File: src/hw/rtl/oaht_pkg.sv
package oaht_pkg;

  localparam int TABLE_DEPTH = 1024;
  localparam int DEPTH_W     = $clog2(TABLE_DEPTH);

  localparam logic [1:0] FUNC_INSERT = 2'd0;
  localparam logic [1:0] FUNC_SEARCH = 2'd1;
  localparam logic [1:0] FUNC_REMOVE = 2'd2;

  localparam logic [1:0] MODE_LINEAR = 2'd0;
  localparam logic [1:0] MODE_QUAD   = 2'd1;
  localparam logic [1:0] MODE_DOUBLE = 2'd2;

  localparam logic [1:0] MARK_FREE = 2'd0;
  localparam logic [1:0] MARK_USED = 2'd1;
  localparam logic [1:0] MARK_GONE = 2'd2;

  localparam logic [2:0] ST_NEW     = 3'd0;
  localparam logic [2:0] ST_UPDATED = 3'd1;
  localparam logic [2:0] ST_FOUND   = 3'd2;
  localparam logic [2:0] ST_MISSING = 3'd3;
  localparam logic [2:0] ST_FULL    = 3'd4;

  localparam logic [0:0] REG_TABLE_SIZE = 1'd0;
  localparam logic [0:0] REG_PROBE_MODE = 1'd1;

  localparam int KEY_W  = 31;
  localparam int VAL_W  = 32;
  localparam int SIZE_W = 11;

  typedef struct packed {
    logic [1:0]       func;
    logic [KEY_W-1:0] key;
    logic [VAL_W-1:0] value;
  } req_t;

  typedef struct packed {
    logic [2:0]  status;
    logic [9:0]  slot_index;
    logic [10:0] entries_held;
    logic [31:0] collisions_seen;
  } rsp_t;

  typedef struct packed {
    logic [1:0]       func;
    logic [KEY_W-1:0] key;
    logic [VAL_W-1:0] value;
    logic [16:0]      home;
    logic [16:0]      step;
    logic [16:0]      m;
    logic [1:0]       mode;
  } job_t;

endpackage

File: src/hw/rtl/oaht_if.sv
interface oaht_req_if;
  logic          valid;
  logic          ready;
  oaht_pkg::req_t payload;
  modport source (output valid, output payload, input ready);
  modport sink   (input valid, input payload, output ready);
endinterface


File: src/hw/rtl/oaht_front.sv
// Accepts requests, computes home = key mod m and the double-hash step
// with a restoring bit-serial divider (one quotient bit per cycle).
module oaht_front (
  input  logic                       clk,
  input  logic                       rst,
  oaht_req_if.sink                   req,
  input  logic [oaht_pkg::SIZE_W-1:0] table_size,
  input  logic [1:0]                 probe_mode,
  output logic                       job_valid,
  input  logic                       job_ready,
  output oaht_pkg::job_t             job
);
  localparam int DEPTH_W = oaht_pkg::DEPTH_W;
  localparam int MW = DEPTH_W + 1;
  localparam logic [1:0] S_IDLE = 2'd0;
  localparam logic [1:0] S_MOD1 = 2'd1;
  localparam logic [1:0] S_MOD2 = 2'd2;
  localparam logic [1:0] S_DONE = 2'd3;

  logic [1:0]  state;
  logic [4:0]  bitn;
  logic [MW:0] rem;
  logic [MW-1:0] m;
  oaht_pkg::req_t hold;
  logic [MW-1:0] home;
  logic [1:0]  mode;
  logic [MW:0] rem_sh;
  logic [MW-1:0] divisor;
  logic [MW-1:0] msz;

  always_comb begin
    if ({{(17-oaht_pkg::SIZE_W){1'b0}}, table_size} < 17'd3) msz = MW'(3);
    else if ({{(17-oaht_pkg::SIZE_W){1'b0}}, table_size} > 17'(1 << DEPTH_W))
      msz = MW'(1 << DEPTH_W);
    else msz = MW'(table_size);
  end

  assign divisor = (state == S_MOD2) ? m - MW'(1) : m;
  assign rem_sh  = {rem[MW-1:0], hold.key[bitn]};
  assign req.ready = (state == S_IDLE);

  always_ff @(posedge clk) begin
    if (rst) begin
      state <= S_IDLE;
      job_valid <= 1'b0;
    end else begin
      case (state)
        S_IDLE: begin
          if (req.valid) begin
            hold  <= req.payload;
            m     <= msz;
            mode  <= probe_mode;
            rem   <= '0;
            bitn  <= 5'd30;
            state <= S_MOD1;
          end
        end
        S_MOD1, S_MOD2: begin
          if (bitn == 5'd0) begin
            if (state == S_MOD1) begin
              home  <= (rem_sh >= {1'b0, divisor}) ?
                       MW'(rem_sh - {1'b0, divisor}) : MW'(rem_sh);
              rem   <= '0;
              bitn  <= 5'd30;
              state <= S_MOD2;
            end else begin
              job.func  <= hold.func;
              job.key   <= hold.key;
              job.value <= hold.value;
              job.home  <= 17'(home);
              job.step  <= 17'(((rem_sh >= {1'b0, divisor}) ?
                           MW'(rem_sh - {1'b0, divisor}) : MW'(rem_sh)) + MW'(1));
              job.m     <= 17'(m);
              job.mode  <= mode;
              job_valid <= 1'b1;
              state     <= S_DONE;
            end
          end else begin
            if (rem_sh >= {1'b0, divisor}) rem <= rem_sh - {1'b0, divisor};
            else rem <= rem_sh;
            bitn <= bitn - 5'd1;
          end
        end
        S_DONE: begin
          if (job_ready) begin
            job_valid <= 1'b0;
            state     <= S_IDLE;
          end
        end
        default: state <= S_IDLE;
      endcase
    end
  end

  a_job_only_done: assert property (@(posedge clk) disable iff (rst)
    job_valid |-> state == S_DONE) else $error("job valid outside done");
  a_home_lt_m: assert property (@(posedge clk) disable iff (rst)
    job_valid |-> job.home < job.m) else $error("home out of range");
  a_step_range: assert property (@(posedge clk) disable iff (rst)
    job_valid |-> (job.step != 17'd0 && job.step < job.m))
    else $error("step out of range");
endmodule

File: src/flat_wrapper.sv
// flat-port wrapper written by rule: the top's interface ports become plain ports
module oaht_front_flat 
  (clk, rst, table_size, probe_mode, job_valid, job_ready, job, req_valid, req_payload, req_ready);
  oaht_req_if req_i ();
  input  logic clk;
  input  logic rst;
  input  logic [oaht_pkg::SIZE_W-1:0] table_size;
  input  logic [1:0] probe_mode;
  output logic job_valid;
  input  logic job_ready;
  output oaht_pkg::job_t job;
  input wire logic [$bits(req_i.valid)-1:0] req_valid;
  input wire logic [$bits(req_i.payload)-1:0] req_payload;
  output wire logic [$bits(req_i.ready)-1:0] req_ready;
  assign req_i.valid = req_valid;
  assign req_i.payload = req_payload;
  assign req_ready = req_i.ready;
  oaht_front u_core (.clk(clk), .rst(rst), .req(req_i), .table_size(table_size), .probe_mode(probe_mode), .job_valid(job_valid), .job_ready(job_ready), .job(job));
endmodule
File: config.mk
export PLATFORM = sky130hd
export DESIGN_NAME = oaht_front_flat
export DESIGN_NICKNAME = d
export VERILOG_FILES = /design/src/hw/rtl/oaht_pkg.sv /design/src/hw/rtl/oaht_if.sv /design/src/hw/rtl/oaht_front.sv /design/src/flat_wrapper.sv
export SDC_FILE = /design/constraint.sdc
export NUM_CORES = 1
export LEC_CHECK = 0
export ABC_AREA = 1
export BUFFER_PORTS_ARGS = -buffer_cell sky130_fd_sc_hd__buf_4
export CORE_MARGIN = 5
export CORE_UTILIZATION = 48
export CTS_CLUSTER_SIZE = 24
export DETAILED_ROUTE_END_ITERATION = 6
export PLACE_DENSITY = 0.73
export SLEW_MARGIN = 40
export SYNTH_ARGS = -nofsm -noshare
export SYNTH_HDL_FRONTEND = slang
export SYNTH_SLANG_ARGS = --single-unit
File: constraint.sdc
create_clock -name clk -period 10.7 [get_ports clk]
set_input_delay 0.535 -clock clk [delete_from_list [all_inputs] [get_ports clk]]
set_output_delay 0.535 -clock clk [all_outputs]
set_load 0.01 [all_outputs]
==> results.sh, run 1 <==
export IMPL_power_frac_seq=0.422
export IMPL_r2r_start="u_core.bitn[0]"
export IMPL_worstHoldPathCells=1
export IMPL_critPathMostFrequentCell="nand2_1"
export IMPL_port_buffers=184
export IMPL_hold_path_end="u_core.hold[43]"
export IMPL_clkPwrFrac=0.267
export IMPL_synth_edff_count=206
export IMPL_tns_ns=0
export IMPL_fill_cells=1384
export IMPL_fin_cells=1105
export IMPL_fin_nets=968
export IMPL_antenna_found_initial=0
export IMPL_cts_sinks=209
export IMPL_met1_usage=0.232
export IMPL_die_w_um=144
export IMPL_globalRouteMet3Util=0.0256
export IMPL_n_antenna_cell=0
export IMPL_grt_max_degree=52
export IMPL_grt_remaining_overflow=0
export IMPL_swShare=0.339
export IMPL_cp_num_cells=23
export IMPL_grt_pass1_vias=5202
export IMPL_required_ns=10.95
export IMPL_via_per_inst=4.87
export IMPL_rr_endpoint="u_core.job[27]"
export IMPL_start_kind="flip-flop"
export IMPL_drt_first_pass_iters=5
export IMPL_power_density_nw_per_um2=240
export IMPL_period_needed_ns=4.32
export IMPL_ir_worst_vdd_uv=130
export IMPL_grt_pass1_wl_um=27200
export IMPL_netlist_area_um2=8580
export IMPL_cts_root_buf="clkbuf_16"
export IMPL_synth_seq_cells=209
export IMPL_worstPathMaxFanout=21
export IMPL_min_from="req_payload[43]"
export IMPL_rsz0062_at_grt="false"
export IMPL_ant_nets=0
export IMPL_fin_crit_sh=0.404
export IMPL_cts_hold_buf=0
export IMPL_end_kind="flip-flop"
export IMPL_grtUsageTotal=0.168
export IMPL_drive_gt1_frac=0.283
export IMPL_cts_resized=0
export IMPL_synthTopCellsByArea="edfxtp_1, nand2_1, inv_1, ha_1, nand3_1"
export IMPL_num_vias=5382
export IMPL_clockBufferDepth=3
export IMPL_slew_viol_final=0
export IMPL_numCtsBuffers=21
export IMPL_hp_class="input pin to flip-flop"
export IMPL_maxCapViolations=0
export IMPL_skew_ns=0.00698
export IMPL_ys_async_sr_fraction=0
export IMPL_max_freq_mhz=231
export IMPL_dpl_hpwl_um=12900
export IMPL_internal_power_mw=1.73
export IMPL_critical_path_top_delay_family="simple AND/OR/NAND/NOR gates"
export IMPL_die_h_um=144
export IMPL_worst_r2r_setup_slack_ns=6.38
export IMPL_setup_viol=0
export IMPL_power_mw=2.61
export IMPL_arrival_ns=4.57
export IMPL_grt_busiest_layer="met2"
export IMPL_gp_congestion=0.857
export IMPL_post_route_drc_count=0
export IMPL_dieArea_um2=20700
export IMPL_status="finished clean"
export IMPL_rows=48
export IMPL_post_cts_buffers=0
export IMPL_drt_first_iter_violations=294
export IMPL_p_sw_uw=886
export IMPL_path_buf_inv=2
export IMPL_hold_slack_ns=0.217
export IMPL_slew_headroom=0.548
export IMPL_synth_seq_area_share=0.728
export IMPL_cts_htree_levels=1
export IMPL_totalWireLength_um=17600
export IMPL_start_util=0.493
export IMPL_path_cells="inv_1 > nand2_1 > nand3_1 > nand3_1 > nand3_1 > nand3_1 > nand2_1 > ha_1 > fa_1 > inv_1 > nand2_2 > nand3_2 > nand2_2 > nand2_4 > nand2_4 > or2_4 > nand2_4 > ha_1 > nand2_1 > nor2_4 > nand2_1 > o21ai_1 > nand2_1"
export IMPL_area_delta_synth_final_pct=26.6
export IMPL_tightestPinTransition_ns=0.678
export IMPL_comb_power_share=0.311
export IMPL_crit_type="flip-flop to flip-flop"
export IMPL_cts_clk_slew_worst_paths_ns=0.06
export IMPL_place_inst=1067
export IMPL_core_area_um2=17400
export IMPL_power_leakage_nw=4.49
export IMPL_num_io_pins=202
export IMPL_yosysUniqueCellTypes=39
export IMPL_dpl_worst_slack_ns=6.46
export IMPL_cp_slowest_cell="edfxtp_1"
export IMPL_clk_insertion_delay_late_ns=0.49
export IMPL_synth_area_leader_cell="edfxtp_1"
export IMPL_setup_slack_ns=6.38
export IMPL_grt_use_met2=0.278
export IMPL_hold_viol_final=0
export IMPL_synthCells=662
export IMPL_synth_flop_cell="edfxtp_1"
export IMPL_max_stage_delay_ns=0.77
export IMPL_yosysTopAreaCellShare=0.721
export IMPL_cts_tree="done"
export IMPL_wl_per_cell_um=15.9
export IMPL_yosysWarnings=0
export IMPL_syn_area_per_cell_um2=13.0
export IMPL_r2r_cells=23
==> metal layers <==
layer / share of wire / vias up
met5: 0 / -
met2: 0.48 / 190
met1: 0.43 / 2518
li1: - / 2642
met3: 0.073 / 32
met4: 0.024 / 0
==> synthesized netlist by cell type (2+ instances only) <==
cell	count
nand4_1	9
o21ai_0	15
dfxtp_1	3
o21ai_4	2
edfxtp_1	206
nand2_1	121
inv_2	3
a211oi_1	2
buf_4	17
nor3_1	6
a21oi_1	11
inv_1	87
nand2_2	10
or2_2	2
o211ai_1	2
buf_2	3
nand3_1	44
clkbuf_1	4
xor2_1	12
nand3b_1	5
nor2_4	3
nand2_4	3
ha_1	20
nor2_1	56
xnor2_1	2
==> worst max path at each step <==
stage                    from             end  slack (ns)
4_1_cts        u_core.bitn[0]  u_core.job[27]        6.38
6_report       u_core.bitn[0]  u_core.job[27]        6.38
5_1_grt        u_core.bitn[0]  u_core.job[27]        5.92
2_1_floorplan  u_core.bitn[0]   u_core.job[0]        3.67
3_3_place_gp   u_core.bitn[0]  u_core.job[27]        6.70
3_5_place_dp   u_core.bitn[0]  u_core.job[27]        6.46
==> stage by stage <==
step           area (um^2)   util
2_1_floorplan         8650      -
3_3_place_gp         10200  0.585
3_5_place_dp         10200  0.586
4_1_cts              10900  0.624
5_1_grt              10900  0.624
6_report             10900  0.624
==> cell families (layout without fill, tap and decap cells) <==
family / after synthesis / in the layout / share of synthesized area
flops: 209 / 209 / 0.728
buf+inv: 115 / 317 / 0.0591
compound gates: 39 / 39 / 0.0290
xor+xnor: 14 / 14 / 0.0143
other cells: 1 / 17 / 0.000437
simple gates: 263 / 263 / 0.138
fa+ha+maj: 21 / 21 / 0.0315
==> cell usage in the layout, fill, tap and decap left out, types with 15 or more instances in the layout <==
| cell | instances |
|---|---|
| inv_1 | 87 |
| nor2_1 | 55 |
| nand2_1 | 121 |
| nand3_1 | 44 |
| edfxtp_1 | 206 |
| buf_4 | 188 |
| clkbuf_16 | 21 |
| conb_1 | 17 |
| ha_1 | 20 |
| o21ai_0 | 15 |
==> registers in the layout, summed over array words and instances, names as in the netlist <==
signal            count
u_core.rem           11
u_core.hold          65
u_core.state          2
u_core.bitn           5
u_core.mode           2
u_core.job          101
u_core.home          11
u_core.m             11
u_core.job_valid      1
==> power by group through the flow <==
| stage | registers, mW | logic [mW] | clock network [mW] |
|---|---|---|---|
| 2_1_floorplan | 1.09 | 0.640 | 0 |
| 3_3_place_gp | 1.11 | 0.783 | 0 |
| 3_5_place_dp | 1.12 | 0.811 | 0 |
| 4_1_cts | 1.10 | 0.817 | 0.715 |
| 5_1_grt | 1.11 | 0.933 | 0.750 |
| 6_report | 1.10 | 0.812 | 0.698 |
==> final cells by class <==
| type | instances | area (um^2) | share of cell area |
|---|---|---|---|
| sequential | 209 | 6250 | 0.575 |
| clock buffer | 24 | 537 | 0.0494 |
| multi-input combinational | 354 | 1910 | 0.176 |
| inverter | 90 | 338 | 0.0311 |
| tap | 225 | 282 | 0.0259 |
| timing repair buffer | 189 | 1430 | 0.132 |
| clock inverter | 14 | 123 | 0.0113 |
==> worst reg2reg max path, delay by kind of cell, from the launching register on <==
family | cells | cell delay [ns]
adders and majority gates | 3 | 0.83
and+or+nand+nor | 17 | 1.82
buffers and inverters | 2 | 0.53
AOI/OAI and AO/OA | 1 | 0.12
DFF | 1 | 0.77
(Power assumes the default switching activity.)
==> inputs of run 2 (changes only) <==
Settings changed: CORE_UTILIZATION 48 to 54, PLACE_DENSITY 0.73 to 0.78.
Clock period 10.7 ns to 4.37 ns, I/O delays scaled along.
==> run 2 against run 1 <==
Maximum frequency is 9.2% higher. Clock power is 150% higher. Combinational power grew to 2.6 times the previous value. Die area is 10% lower. Highest routed layer unchanged. First-iteration DRC count is 52% higher. Design area is 7.0% higher. Worst hold slack worse by 0.18 ns. Sequential power is 150% higher. Sequential share of layout area is 3.8 points lower. Largest power group unchanged. Global-route usage is 2.9 points higher. Non-clock buffer count is 72 higher. Count of clock-buffer cells in the layout is 3 higher.
==> results.sh, run 2 (synthesized netlist as in run 1, its figures left out) <==
export IMPL_n_antenna_cell=0
export IMPL_max_stage_delay_ns=0.35
export IMPL_largest_reg_flops=101
export IMPL_fin_crit_sh=0.905
export IMPL_comb_power_share=0.323
export IMPL_cts_root_buf="clkbuf_16"
export IMPL_cts_clk_slew_worst_paths_ns=0.06
export IMPL_period_needed_ns=3.96
export IMPL_hold_viol_final=0
export IMPL_tns_ns=0
export IMPL_core_area_um2=15700
export IMPL_hold_path_end="u_core.m[5]"
export IMPL_start_util=0.546
export IMPL_arrival_ns=4.21
export IMPL_worstHoldPathCells=3
export IMPL_power_frac_seq=0.412
export IMPL_worst_r2r_setup_slack_ns=0.41
export IMPL_ir_worst_vdd_uv=334
export IMPL_rr_endpoint="u_core.job[27]"
export IMPL_grtUsageTotal=0.197
export IMPL_power_leakage_nw=4.80
export IMPL_clkPwrFrac=0.265
export IMPL_cts_htree_levels=1
export IMPL_slew_headroom=0.517
export IMPL_reg_largest_list="u_core.job (101), u_core.hold (65)"
export IMPL_r2r_cells=26
export IMPL_maxCapViolations=0
export IMPL_hold_slack_ns=0.0361
export IMPL_internal_power_mw=4.30
export IMPL_critical_path_top_delay_family="simple AND/OR/NAND/NOR gates"
export IMPL_worstPathMaxFanout=8
export IMPL_dpl_hpwl_um=12500
export IMPL_clk_insertion_delay_late_ns=0.50
export IMPL_end_kind="flip-flop"
export IMPL_layout_common_cells="edfxtp_1, buf_4, nand2_1"
export IMPL_num_io_pins=202
export IMPL_tightestPinTransition_ns=0.725
export IMPL_slew_viol_final=0
export IMPL_status="finished clean"
export IMPL_area_delta_synth_final_pct=35.6
export IMPL_required_ns=4.62
export IMPL_wl_per_cell_um=16.0
export IMPL_rsz0062_at_grt="false"
export IMPL_die_w_um=136
export IMPL_placed_area_um2=10200
export IMPL_die_h_um=136
export IMPL_totalWireLength_um=18700
export IMPL_final_area_um2=11600
export IMPL_hp_class="input pin to flip-flop"
export IMPL_fin_cells=1170
export IMPL_post_route_drc_count=0
export IMPL_start_kind="flip-flop"
export IMPL_crit_type="flip-flop to flip-flop"
export IMPL_fin_nets=1041
export IMPL_setup_slack_ns=0.414
export IMPL_grt_max_degree=79
export IMPL_num_vias=5684
export IMPL_rows=46
export IMPL_drt_first_iter_violations=446
export IMPL_ant_nets=0
export IMPL_power_mw=6.54
export IMPL_cts_tree="done"
export IMPL_top_register="u_core.job"
export IMPL_min_from="table_size[5]"
export IMPL_p_sw_mw=2.24
export IMPL_clockBufferDepth=3
export IMPL_cp_slowest_cell="dfxtp_1"
export IMPL_grt_remaining_overflow=0
export IMPL_r2r_start="u_core.state[0]"
export IMPL_place_inst=1058
export IMPL_grt_pass1_wl_um=28500
export IMPL_max_freq_mhz=253
export IMPL_dieArea_um2=18500
export IMPL_drive_gt1_frac=0.273
export IMPL_cts_sinks=209
export IMPL_via_per_inst=4.86
export IMPL_port_buffers=184
export IMPL_numCtsBuffers=22
export IMPL_drt_first_pass_iters=5
export IMPL_setup_viol=0
export IMPL_antenna_found_initial=0
export IMPL_final_common_cell="edfxtp_1"
export IMPL_gp_congestion=0.852
export IMPL_dpl_worst_slack_ns=0.213
export IMPL_path_buf_inv=4
export IMPL_grt_pass1_vias=5519
export IMPL_power_density_nw_per_um2=563
export IMPL_swShare=0.343
export IMPL_skew_ns=0.0133
export IMPL_critPathMostFrequentCell="nand2_1"
export IMPL_final_core_utilization=0.740
## run 2: power by group through the flow
stage               clock [mW]  sequential, mW  combinational, mW
global route              1.85            2.71               2.38
finish                    1.73            2.70               2.11
detailed placement           0            2.72               2.00
CTS                       1.76            2.69               2.06
global placement             0            2.72               1.94
floorplan                    0            2.66               1.60
## run 2: how the worst max path moves through the flow
| stage | startpoint | to | slack, ns | cells past startpoint |
|---|---|---|---|---|
| global placement | u_core.state[0] | u_core.job[27] | 0.42 | 26 |
| global route | u_core.state[0] | u_core.job[27] | 0.06 | 26 |
| CTS | u_core.state[0] | u_core.job[27] | 0.21 | 26 |
| floorplan | u_core.bitn[0] | u_core.job[0] | -0.24 | 5 |
| detailed placement | u_core.state[0] | u_core.job[27] | 0.21 | 26 |
| finish | u_core.state[0] | u_core.job[27] | 0.41 | 26 |
## run 2: final cells by class
class,count,area [um^2]
Clock buffer,27,569
Clock inverter,13,110
Fill cell,1005,4080
Inverter,90,338
Multi-Input combinational cell,354,1960
Sequential cell,209,6250
Tap cell,216,270
Timing Repair Buffer,261,2140
## run 2: worst reg2reg max path, stage by stage, from the launching register on
cell and delay, ns:
dfxtp_1 0.35, inv_2 0.11, ha_2 0.22, inv_1 0.09, nor2_1 0.16, nand2_1 0.10, nor3_2 0.14, nand2_1 0.11
nor3_1 0.18, xor2_1 0.16, inv_1 0.06, ha_1 0.32, nand2_1 0.07, nand2_1 0.07, nand2_1 0.06, nand2_2 0.09
inv_1 0.09, o21ai_4 0.10, nand2_4 0.11, or2_4 0.26, nand2_4 0.11, ha_1 0.19, nand2_1 0.09, nor2_4 0.15
nand2_1 0.11, o21ai_1 0.13, nand2_1 0.06
## run 2: per-layer routing
| metal | GRT usage | part of all wire | vias up | wire (um) |
|---|---|---|---|---|
| met1 | 0.257 | 0.41 | 2678 | 7690 |
| met5 | 0 | 0 | - | 0 |
| met3 | 0.0307 | 0.061 | 32 | 1140 |
| met2 | 0.345 | 0.50 | 196 | 9450 |
| met4 | 0.0554 | 0.023 | 0 | 438 |
| li1 | - | - | 2778 | - |
## run 2: what timing repair did
| action | in CTS | in global routing |
|---|---|---|
| resized for setup | 0 | 3 |
| hold buffers | 69 | 0 |
| setup buffers | 0 | 3 |
| setup endpoints to repair | 0 | 4 |
| hold endpoints to repair | 71 | 0 |
==> inputs of run 3 (changes only) <==
Settings changed: CORE_MARGIN 5 to 8, CORE_UTILIZATION 54 to 45, PLACE_DENSITY 0.78 to 0.67.
==> run 3 against run 2 <==
Count of clock-buffer cells in the layout decreased by 3. First-iteration DRC count down 26%. Worst hold slack better by 0.019 ns. Maximum frequency is 0.19% higher. Sequential share of layout area stayed put. Final cell count is 1.5% higher. Total power is 0.94% lower. Critical path depth unchanged. Clock power is 4% lower.
==> results.sh, run 3 (synthesized netlist as in run 1, its figures left out) <==
export IMPL_place_inst=1076
export IMPL_hold_path_end="u_core.m[3]"
export IMPL_r2r_start="u_core.state[0]"
export IMPL_status="finished clean"
export IMPL_min_from="table_size[3]"
export IMPL_rsz0062_at_grt="false"
export IMPL_required_ns=4.61
export IMPL_clk_insertion_delay_late_ns=0.49
export IMPL_setup_viol=0
export IMPL_start_kind="flip-flop"
export IMPL_tightestPinTransition_ns=0.722
export IMPL_area_sequential_um2=6250
export IMPL_cp_slowest_cell="dfxtp_1"
export IMPL_cts_tree="done"
export IMPL_cts_sinks=209
export IMPL_numCtsBuffers=21
export IMPL_num_io_pins=202
export IMPL_antenna_found_initial=0
export IMPL_drt_first_iter_violations=332
export IMPL_worstPathMaxFanout=12
export IMPL_final_common_cell="edfxtp_1"
export IMPL_clockBufferDepth=3
export IMPL_totalWireLength_um=19100
export IMPL_worst_r2r_setup_slack_ns=0.42
export IMPL_top_register="u_core.job"
export IMPL_drive_gt1_frac=0.274
export IMPL_grt_pass1_vias=5529
export IMPL_maxCapViolations=0
export IMPL_multiInputGateArea_um2=1960
export IMPL_max_freq_mhz=253
export IMPL_post_route_drc_count=0
export IMPL_grt_remaining_overflow=0
export IMPL_end_kind="flip-flop"
export IMPL_dpl_hpwl_um=13300
export IMPL_cts_root_buf="clkbuf_16"
export IMPL_grt_max_degree=79
export IMPL_hold_viol_final=0
export IMPL_ir_worst_vdd_uv=287
export IMPL_layout_common_cells="edfxtp_1, buf_4, nand2_1"
export IMPL_arrival_ns=4.19
export IMPL_area_delta_synth_final_pct=35.6
export IMPL_num_vias=5608
export IMPL_critical_path_top_delay_family="simple AND/OR/NAND/NOR gates"
export IMPL_path_buf_inv=4
export IMPL_power_density_nw_per_um2=557
export IMPL_core_area_um2=18700
export IMPL_final_core_utilization=0.622
export IMPL_die_w_um=154
export IMPL_n_antenna_cell=0
export IMPL_wl_per_cell_um=16.1
export IMPL_fin_nets=1042
export IMPL_gp_congestion=0.833
export IMPL_tns_ns=0
export IMPL_max_stage_delay_ns=0.34
export IMPL_worstHoldPathCells=3
export IMPL_fin_cells=1188
export IMPL_critPathMostFrequentCell="nand2_1"
export IMPL_cts_clk_slew_worst_paths_ns=0.06
export IMPL_grtUsageTotal=0.157
export IMPL_skew_ns=0.0131
export IMPL_hp_class="input pin to flip-flop"
export IMPL_rows=50
export IMPL_dieArea_um2=23700
export IMPL_reg_largest_list="u_core.job (101), u_core.hold (65)"
export IMPL_die_h_um=154
export IMPL_slew_viol_final=0
export IMPL_largest_reg_flops=101
export IMPL_grt_pass1_wl_um=29700
export IMPL_cts_htree_levels=1
export IMPL_power_leakage_nw=4.78
export IMPL_port_buffers=184
export IMPL_fin_crit_sh=0.904
export IMPL_crit_type="flip-flop to flip-flop"
export IMPL_period_needed_ns=3.95
export IMPL_r2r_cells=26
export IMPL_drt_first_pass_iters=4
export IMPL_rr_endpoint="u_core.job[27]"
export IMPL_start_util=0.459
export IMPL_slew_headroom=0.519
export IMPL_ant_nets=0
export IMPL_via_per_inst=4.72
export IMPL_fill_cells=1430
[run 3: changes by cell type in the layout (fill, tap and decap cells not counted), sizes merged]
cell      previous run  this run
clkbuf              27        24
clkinvlp             0         3
buf                192       194
clkinv              12        10
[run 3: power by group]
part           total [mW]  internal, mW  leakage [nW]  switching, mW
Clock                1.66         0.943         0.303          0.720
Combinational        2.15         0.753          2.57           1.39
Sequential           2.67          2.55          1.90          0.121
Total                6.48          4.25          4.78           2.23
[run 3: layout make-up]
| type | instances | area share |
|---|---|---|
| clock inverters | 14 | 0.00850 |
| flip-flops and latches | 209 | 0.537 |
| clock buffers | 24 | 0.0461 |
| well taps | 234 | 0.0252 |
| repair buffers | 263 | 0.185 |
| multi-input cells | 354 | 0.169 |
| inverters | 90 | 0.0292 |
[run 3: worst max-delay path by stage]
stage / cells after the start / start / slack, ns / end
finish: 26 / u_core.state[0] / 0.42 / u_core.job[27]
global route: 26 / u_core.state[0] / 0.03 / u_core.job[27]
CTS: 26 / u_core.state[0] / 0.22 / u_core.job[27]
detailed placement: 26 / u_core.state[0] / 0.23 / u_core.job[27]
global placement: 24 / u_core.bitn[0] / 0.35 / u_core.job[27]
floorplan: 5 / u_core.bitn[0] / -0.24 / u_core.job[0]
[run 3: what timing repair did]
| action | in CTS | in global routing |
|---|---|---|
| endpoints found under the setup margin | 0 | 6 |
| resized for setup | 0 | 5 |
| endpoints found under the hold margin | 71 | 0 |
| hold buffers | 69 | 0 |
| buffers inserted | 0 | 5 |
[run 3: worst register-to-register path: cells and delay by family, from the launching register on]
| family | cells | cell delay, ns |
|---|---|---|
| simple gates | 16 | 1.85 |
| fa+ha+maj | 3 | 0.74 |
| flops | 1 | 0.34 |
| buf+inv | 4 | 0.34 |
| compound gates | 2 | 0.24 |
| xor+xnor | 1 | 0.18 |
[run 3: stage by stage]
step | instance area [um^2] | total power [mW] | hold WS (ns) | setup slack [ns]
final | 11600 | 6.48 | 0.0549 | 0.421
after global routing | 11600 | 6.89 | 0.0508 | 0.0344
after CTS | 11600 | 6.50 | 0.0262 | 0.221
after detailed placement | 10200 | 4.77 | 0.398 | 0.228
after global placement | 10200 | 4.72 | 0.396 | 0.354
after floorplan | 8700 | 4.26 | 0.288 | -0.244
[run 3: metal layers]
layer  up-vias  wire length [um]  GRT usage
met3        23              1070     0.0320
met5         -                 0          0
met2       176              9150      0.259
li1       2796                 -          -
met1      2613              8560      0.206
met4         0               358     0.0439
